==> src/rtl/rpst_pkg.sv <==
// ----------------------------------------------------------------------------
// rpst_pkg: shared types and constants for the reflection plane slot table
// Beat formats, outcome codes and the scan token handed along the cell chain.
// ----------------------------------------------------------------------------
package rpst_pkg;

  localparam int SLOTS      = 16;
  localparam int SLOT_IDX_W = (SLOTS > 1) ? $clog2(SLOTS) : 1;

  localparam logic CMD_ADD   = 1'b0;
  localparam logic CMD_FLUSH = 1'b1;

  typedef enum logic [2:0] {
    OUT_HIT_SAME    = 3'd0,
    OUT_HIT_REFRESH = 3'd1,
    OUT_FREE_TAKEN  = 3'd2,
    OUT_EVICTED     = 3'd3,
    OUT_DROPPED     = 3'd4,
    OUT_FLUSHED     = 3'd5
  } outcome_t;

  typedef struct packed {
    logic        command;
    logic [15:0] plane_height;
    logic [31:0] current_time;
  } request_t;

  typedef struct packed {
    logic [3:0] slot;
    outcome_t   outcome;
  } result_t;

  // Scan state carried from cell to cell
  typedef struct packed {
    logic                  valid;
    logic [15:0]           height;
    logic [31:0]           now;
    logic                  hit;
    logic [SLOT_IDX_W-1:0] hit_idx;
    logic [31:0]           hit_time;
    logic                  free_found;
    logic [SLOT_IDX_W-1:0] free_idx;
    logic                  lru_found;
    logic [SLOT_IDX_W-1:0] lru_idx;
    logic [31:0]           lru_time;
  } token_t;

  // Update broadcast to every cell
  typedef struct packed {
    logic                  en;
    logic                  flush;
    logic [SLOT_IDX_W-1:0] idx;
    logic [15:0]           height;
    logic [31:0]           now;
  } slot_wr_t;

endpackage

==> src/rtl/rpst_cell.sv <==
// ----------------------------------------------------------------------------
// rpst_cell: one plane slot of the table
// Holds valid, height and last-used time; folds its slot into the passing
// scan token and takes broadcast updates addressed to it.
// ----------------------------------------------------------------------------
module rpst_cell (
  input  logic                           clk,
  input  logic                           rst,
  input  logic [rpst_pkg::SLOT_IDX_W-1:0] idx,
  input  rpst_pkg::token_t               tok_in,
  input  rpst_pkg::slot_wr_t             wr,
  output rpst_pkg::token_t               tok_out
);
  import rpst_pkg::*;

  logic        valid;
  logic [15:0] height;
  logic [31:0] last_used;
  token_t      tok_next;

  always_comb begin
    tok_next = tok_in;
    if (tok_in.valid && !tok_in.hit) begin
      if (!valid) begin
        if (!tok_in.free_found) begin
          tok_next.free_found = 1'b1;
          tok_next.free_idx   = idx;
        end
      end else if (height == tok_in.height) begin
        tok_next.hit      = 1'b1;
        tok_next.hit_idx  = idx;
        tok_next.hit_time = last_used;
      end else if (!tok_in.lru_found || (last_used < tok_in.lru_time)) begin
        tok_next.lru_found = 1'b1;
        tok_next.lru_idx   = idx;
        tok_next.lru_time  = last_used;
      end
    end
  end

  always_ff @(posedge clk) begin
    if (rst) begin
      tok_out <= '0;
    end else begin
      tok_out <= tok_next;
    end
  end

  always_ff @(posedge clk) begin
    if (rst) begin
      valid <= 1'b0;
    end else if (wr.flush) begin
      valid <= 1'b0;
    end else if (wr.en && (wr.idx == idx)) begin
      valid <= 1'b1;
    end
  end

  always_ff @(posedge clk) begin
    if (!wr.flush && wr.en && (wr.idx == idx)) begin
      height    <= wr.height;
      last_used <= wr.now;
    end
  end

endmodule

==> src/rtl/reflection_plane_slot_table.sv <==
// ----------------------------------------------------------------------------
// reflection_plane_slot_table: LRU table of reflection plane slots
// Registers plane heights into a fixed set of slots, replacing the least
// recently used slot when the table is full, unless that slot was already used this frame.
// ----------------------------------------------------------------------------
// Usage:
//   A request beat is taken on a rising edge with start high and busy low.
//   request.command selects an add (look up plane_height, stamp it with
//   current_time) or a flush (free every slot).
//   Each request gives exactly one result beat: done is high for one cycle
//   while result carries the slot and the outcome code. The receiver cannot
//   stall; the beat is gone after that cycle.
//   Sequencing: an add walks a scan token down a chain of SLOTS cells, one
//   cell per cycle, then decides on the finished scan and raises done while
//   moving to ST_WRITE, where the chosen slot is written. A flush skips the
//   chain: done and the flush update are registered at the accept edge, and
//   the table passes through ST_WRITE back to idle. busy stays high until
//   then, so a new request is taken only once the previous one is through.
//   The cell chain length sets the add rate.
//   Reset: synchronous and active high; clears every valid bit so all slots
//   are free, drops any scan in flight and returns to idle.
// ----------------------------------------------------------------------------
module reflection_plane_slot_table (
  input  logic               clk,
  input  logic               rst,
  input  logic               start,
  output logic               busy,
  input  rpst_pkg::request_t request,
  output logic               done,
  output rpst_pkg::result_t  result
);
  import rpst_pkg::*;

  typedef enum logic [1:0] {
    ST_IDLE,
    ST_SCAN,
    ST_WRITE
  } state_t;

  state_t   state;
  state_t   state_next;
  logic     done_next;
  token_t   tok [SLOTS+1];
  token_t   seed;
  token_t   seed_next;
  slot_wr_t wr;
  slot_wr_t wr_next;
  slot_wr_t scan_wr;
  result_t  result_next;
  result_t  scan_result;
  token_t   last;
  logic     accept;
  logic [SLOTS-1:0] tok_live;

  assign busy   = (state != ST_IDLE);
  assign accept = start && !busy;
  assign last   = tok[SLOTS];
  assign tok[0] = seed;

  // Cell chain: cell g reads tok[g] and hands its token to tok[g+1]
  for (genvar g = 0; g < SLOTS; g++) begin : g_cell
    rpst_cell u_cell (
      .clk     (clk),
      .rst     (rst),
      .idx     (SLOT_IDX_W'(g)),
      .tok_in  (tok[g]),
      .wr      (wr),
      .tok_out (tok[g+1])
    );
    assign tok_live[g] = tok[g].valid;
  end

  // Decide on the finished scan: hit, free slot, eviction or drop
  always_comb begin
    scan_wr        = '0;
    scan_wr.height = last.height;
    scan_wr.now    = last.now;
    scan_result    = '0;
    if (last.hit) begin
      scan_result.slot = 4'(last.hit_idx);
      if (last.hit_time == last.now) begin
        scan_result.outcome = OUT_HIT_SAME;
      end else begin
        scan_result.outcome = OUT_HIT_REFRESH;
        scan_wr.en          = 1'b1;
        scan_wr.idx         = last.hit_idx;
      end
    end else if (last.free_found) begin
      scan_result.slot    = 4'(last.free_idx);
      scan_result.outcome = OUT_FREE_TAKEN;
      scan_wr.en          = 1'b1;
      scan_wr.idx         = last.free_idx;
    end else if (!last.lru_found || (last.lru_time == last.now)) begin
      // Victim already used this frame: drop the request
      scan_result.outcome = OUT_DROPPED;
    end else begin
      scan_result.slot    = 4'(last.lru_idx);
      scan_result.outcome = OUT_EVICTED;
      scan_wr.en          = 1'b1;
      scan_wr.idx         = last.lru_idx;
    end
  end

  // Control: seed a scan on an add, report a flush at once, hold the
  // result until the next beat and pulse the slot update for one cycle
  always_comb begin
    state_next      = state;
    done_next       = 1'b0;
    wr_next         = '0;
    result_next     = result;
    seed_next       = seed;
    seed_next.valid = 1'b0;
    case (state)
      ST_IDLE: begin
        if (accept) begin
          if (request.command == CMD_FLUSH) begin
            // Flush needs no scan: clear valid bits and report at once
            wr_next.flush       = 1'b1;
            done_next           = 1'b1;
            result_next.slot    = '0;
            result_next.outcome = OUT_FLUSHED;
            state_next          = ST_WRITE;
          end else begin
            seed_next        = '0;
            seed_next.valid  = 1'b1;
            seed_next.height = request.plane_height;
            seed_next.now    = request.current_time;
            state_next       = ST_SCAN;
          end
        end
      end
      ST_SCAN: begin
        if (last.valid) begin
          wr_next     = scan_wr;
          result_next = scan_result;
          done_next   = 1'b1;
          state_next  = ST_WRITE;
        end
      end
      ST_WRITE: begin
        state_next = ST_IDLE;
      end
      default: begin
        state_next = ST_IDLE;
      end
    endcase
  end

  always_ff @(posedge clk) begin
    if (rst) begin
      state  <= ST_IDLE;
      done   <= 1'b0;
      wr     <= '0;
      seed   <= '0;
      result <= '0;
    end else begin
      state  <= state_next;
      done   <= done_next;
      wr     <= wr_next;
      seed   <= seed_next;
      result <= result_next;
    end
  end

  // Only one scan token travels the chain at a time
  a_one_token: assert property (@(posedge clk) disable iff (rst)
    $onehot0(tok_live))
    else $error("more than one scan token in the cell chain");

  // A result beat is only ever given while the table is busy
  a_done_busy: assert property (@(posedge clk) disable iff (rst)
    done |-> busy)
    else $error("result beat while idle");

  // Each accepted request blocks further requests on the next cycle
  a_accept_busy: assert property (@(posedge clk) disable iff (rst)
    accept |=> busy)
    else $error("busy not raised after accept");

  // The result strobe lasts exactly one cycle
  a_done_pulse: assert property (@(posedge clk) disable iff (rst)
    done |=> !done)
    else $error("result strobe longer than one cycle");

  // A slot update never coincides with a scan in flight
  a_wr_quiet: assert property (@(posedge clk) disable iff (rst)
    (wr.en || wr.flush) |-> (tok_live == '0) && !last.valid)
    else $error("slot update while a scan is in flight");

endmodule

==> config.mk <==
export PLATFORM = sky130hd
export DESIGN_NAME = reflection_plane_slot_table
export DESIGN_NICKNAME = d
export VERILOG_FILES = /design/src/rtl/rpst_pkg.sv /design/src/rtl/rpst_cell.sv /design/src/rtl/reflection_plane_slot_table.sv
export SDC_FILE = /design/constraint.sdc
export NUM_CORES = 2
export LEC_CHECK = 0
export BUFFER_PORTS_ARGS = -buffer_cell sky130_fd_sc_hd__buf_4
export CAP_MARGIN = 20
export CORE_UTILIZATION = 35
export CTS_CLUSTER_DIAMETER = 80
export DETAILED_ROUTE_END_ITERATION = 16
export PLACE_DENSITY = 0.45
export SLEW_MARGIN = 20
export SYNTH_ARGS = -nofsm -noshare
export SYNTH_HDL_FRONTEND = slang
export SYNTH_SLANG_ARGS = --single-unit
==> constraint.sdc <==
create_clock -name clk -period 6.2 [get_ports clk]
set_input_delay 0.31 -clock clk [delete_from_list [all_inputs] [get_ports clk]]
set_output_delay 0.31 -clock clk [all_outputs]
set_load 0.01 [all_outputs]
==> impl_metrics.json <==
{
  "status": "complete, no violations",
  "fillerInstances": 28500,
  "critPathCapture": "g_cell[4].u_cell.tok_out[8]$_SDFF_PP0_",
  "synthToLayoutAreaGrowth_pct": 15.9,
  "cts_max_level": 5,
  "cp_cell_sequence": "ha_1 -> nand3_1 -> nor3_1 -> nand2_1 -> a211oi_2 -> nor3_1 -> o21a_2 -> buf_4 -> mux2i_1",
  "synth_flop_cell": "dfxtp_1",
  "end_kind": "register",
  "placed_cells": 12800,
  "finalCritPeriodShare_pct": 62.8,
  "die_x_um": 552,
  "rsz0062_at_grt": "no",
  "cts_tree": "done",
  "rrSetupSlack_ps": 2310,
  "ff2ff_path_depth": 9,
  "grt_use_total_pct": 18.7,
  "fin_util_pct": 40.9,
  "vdd_ir_drop_max_uv": 186,
  "via_per_inst": 4.69,
  "seq_area_um2": 65800,
  "cap_viol_max_count": 0,
  "postCtsResizedCells": 0,
  "p_clk_share_pct": 49.6,
  "synthCells": 9101,
  "nets": 9814,
  "syn_area_um2": 106000,
  "path_class": "register to register",
  "reg2reg_from": "g_cell[4].u_cell.last_used[27]$_DFFE_PP_",
  "grt_pass1_wl_mm": 430,
  "clock.fmax_ghz": 0.257,
  "postRouteAntennaNets": 0,
  "wl_per_cell_um": 21.3,
  "path_max_fanout": 27,
  "max_slew_margin_pct": 26.6,
  "busiest_layer": "met2",
  "antenna_found_initial": 20,
  "gp_congestion": 0.788,
  "tightest_slew_ps": 1080,
  "crit_required_ps": 6990,
  "drv_slew": 0,
  "dp.final_hpwl_mm": 192,
  "sw_frac_of_total_pct": 20.7,
  "drive_gt1_share_pct": 7.95,
  "p_leak_uw": 0.0468,
  "grt_max_degree": 190,
  "setup_viol": 0,
  "postSynth.asyncResetShare_pct": 0,
  "fp.dieH_um": 552,
  "layout.cells.most_common_list": "dfxtp_1, nor2_1, mux2i_1",
  "avgSynthCellArea_um2": 11.6,
  "clock_latency_ps": 900,
  "clockRootBuffer": "clkbuf_16",
  "synth_cell_type_count": 69,
  "start_kind": "register",
  "drcViolationCount": 0,
  "setup_tns_ps": 0,
  "syn-num-nets": 9618,
  "drt_iter0_markers": 3382,
  "worstHoldPathType": "primary input to register",
  "hold_viol_final": 0,
  "combPwrFrac_pct": 1.2,
  "crit_path_frequent_cell": "nor3_1",
  "skew_ps": 37.7,
  "p_sw_uw": 8140,
  "dr.pass1.iters": 5,
  "critPathMaxStageDelay_ps": 680,
  "p_int_uw": 31200,
  "yosysWarnings": 0,
  "cts_buffer_depth": 4,
  "p_seq_share_pct": 49.2,
  "synth_top_area_share_pct": 40.3,
  "synth-edff-count": 768,
  "layout_min_cycle_time_ps": 3890,
  "stdcell_count": 13500,
  "grt_util_met3_pct": 2.22,
  "dieArea_um2": 305000,
  "vias": 63500,
  "wl_mm": 289,
  "hold_slack_ps": 332,
  "r2r-end": "g_cell[4].u_cell.tok_out[8]$_SDFF_PP0_",
  "ios": 61,
  "coreArea_um2": 301000,
  "startpoint": "g_cell[4].u_cell.last_used[27]$_DFFE_PP_",
  "multi_input_area_um2": 36800,
  "synth_top_area_cell": "dfxtp_1",
  "seq_area_frac_synth_pct": 62.1,
  "clk_pin_slew_ps": 60,
  "final_common_cell": "dfxtp_1",
  "synth.area.top_cells": "dfxtp_1, edfxtp_1, mux2i_1",
  "ys_ff_latch": 2900,
  "std_cell_rows": 201,
  "cts_made_buffers": 323,
  "gr-usage-met1_pct": 25.3,
  "portBuffers": 60,
  "start_util_pct": 35.3,
  "cts.sinks": 2900,
  "grt_pass1_vias": 65500,
  "met2_usage_pct": 31.6,
  "crit_arrival_ps": 4680,
  "gr-total-overflow": 0,
  "crit_slowest_cell": "a211oi_2",
  "power_per_cell_area_nw_per_um2": 321
}
## sequential cells by signal, summed over array words and instances, names as in the netlist
name	cells
done	1
g_cell.u_cell.height	256
g_cell.u_cell.last_used	512
g_cell.u_cell.tok_out	2003
g_cell.u_cell.valid	16
result	7
seed	49
state	2
wr	54
## how the worst min path moves through the flow
stage	from	to	slack [ps]	cells after the start
after floorplan	g_cell[0].u_cell.tok_out[41]$_SDFF_PP0_	g_cell[1].u_cell.tok_out[37]$_SDFF_PP0_	390	1
after global placement	g_cell[0].u_cell.tok_out[41]$_SDFF_PP0_	g_cell[1].u_cell.tok_out[37]$_SDFF_PP0_	410	1
after detailed placement	g_cell[7].u_cell.tok_out[76]$_SDFF_PP0_	g_cell[8].u_cell.tok_out[76]$_SDFF_PP0_	410	1
after CTS	start	seed[111]$_SDFFE_PP0P_	260	5
after global routing	start	seed[114]$_SDFFE_PP0P_	350	5
final	start	seed[111]$_SDFFE_PP0P_	330	5
## timing repair
action / 4_1_cts / 5_1_grt
hold endpoints to repair: 140 / 0
hold buffers: 99 / 0
buffers inserted: 0 / 0
## worst max-delay path, delay by kind of cell, from the launching register on
kind	cells	cell delay, ps
buf+inv	1	320
simple gates	4	1420
fa+ha+maj	1	330
compound gates	2	970
flops	1	420
mux	1	270
## final cells by class
cell class | instances | share of cell area, %
repair buffers | 282 | 2.04
multi-input cells | 5299 | 29.9
clock inverters | 107 | 1.07
inverters | 491 | 1.51
well taps | 3958 | 4.03
flip-flops and latches | 2900 | 53.5
clock buffers | 491 | 7.84
diodes | 7 | 0.0143
## cells in the mapped netlist (8+ instances only)
| master | count |
|---|---|
| dfxtp_1 | 2132 |
| nor2_1 | 995 |
| mux2i_1 | 902 |
| nor2b_1 | 806 |
| edfxtp_1 | 768 |
| nand2_1 | 652 |
| inv_1 | 491 |
| ha_1 | 465 |
| clkbuf_1 | 292 |
| a21oi_1 | 229 |
| xor2_1 | 208 |
| xnor2_1 | 112 |
| nand4_1 | 105 |
| and2_1 | 89 |
| nor4_1 | 76 |
| o21ai_0 | 68 |
| o2111ai_1 | 63 |
| o31ai_1 | 63 |
| and3_1 | 60 |
| a21o_1 | 51 |
| nand3_1 | 50 |
| buf_4 | 41 |
| nor3b_1 | 41 |
| buf_2 | 36 |
| buf_6 | 31 |
| nor3_1 | 31 |
| o21a_1 | 29 |
| a211oi_1 | 26 |
| nand2b_1 | 20 |
| nand3b_1 | 15 |
| o211ai_1 | 14 |
| or3_1 | 12 |
| a41oi_1 | 9 |
| buf_1 | 9 |
| nor2_2 | 9 |
| o21ai_1 | 9 |
| a31oi_1 | 8 |
## routing by layer
layer / part of all wire, % / vias to the layer above
li1: - / 31000
met1: 47 / 31000
met2: 47 / 1026
met3: 3.8 / 370
met4: 2.1 / 0
met5: 0 / -
## logic make-up (layout without fill, tap and decap cells)
family	Yosys count	in the layout	share of synthesized area, %
and+or+nand+nor	2987	2987	13.8
muxes	902	902	8.52
DFF	2900	2900	62.1
xor gates and xnor gates	320	320	2.65
AOI/OAI and AO/OA	625	625	3.89
buffers and inverters	902	1371	3.62
adders and majority gates	465	465	5.49
other	0	7	0
## stage by stage
stage / area, µm² / total power (µW) / setup WS (ps)
after floorplan: 106000 / 20100 / 2760
after global placement: 111000 / 20200 / 1860
after detailed placement: 111000 / 20200 / 2440
after CTS: 123000 / 39900 / 2420
after global routing: 123000 / 40700 / 2320
final: 123000 / 39400 / 2310
## power by group through the flow
stage,Clock (µW),Sequential [µW],Combinational (µW)
2_1_floorplan,0,19800,270
3_3_place_gp,0,19800,429
3_5_place_dp,0,19800,432
4_1_cts,20100,19400,475
5_1_grt,20800,19400,509
6_report,19500,19400,464
Note: power is estimated with default switching activity, not from simulation.
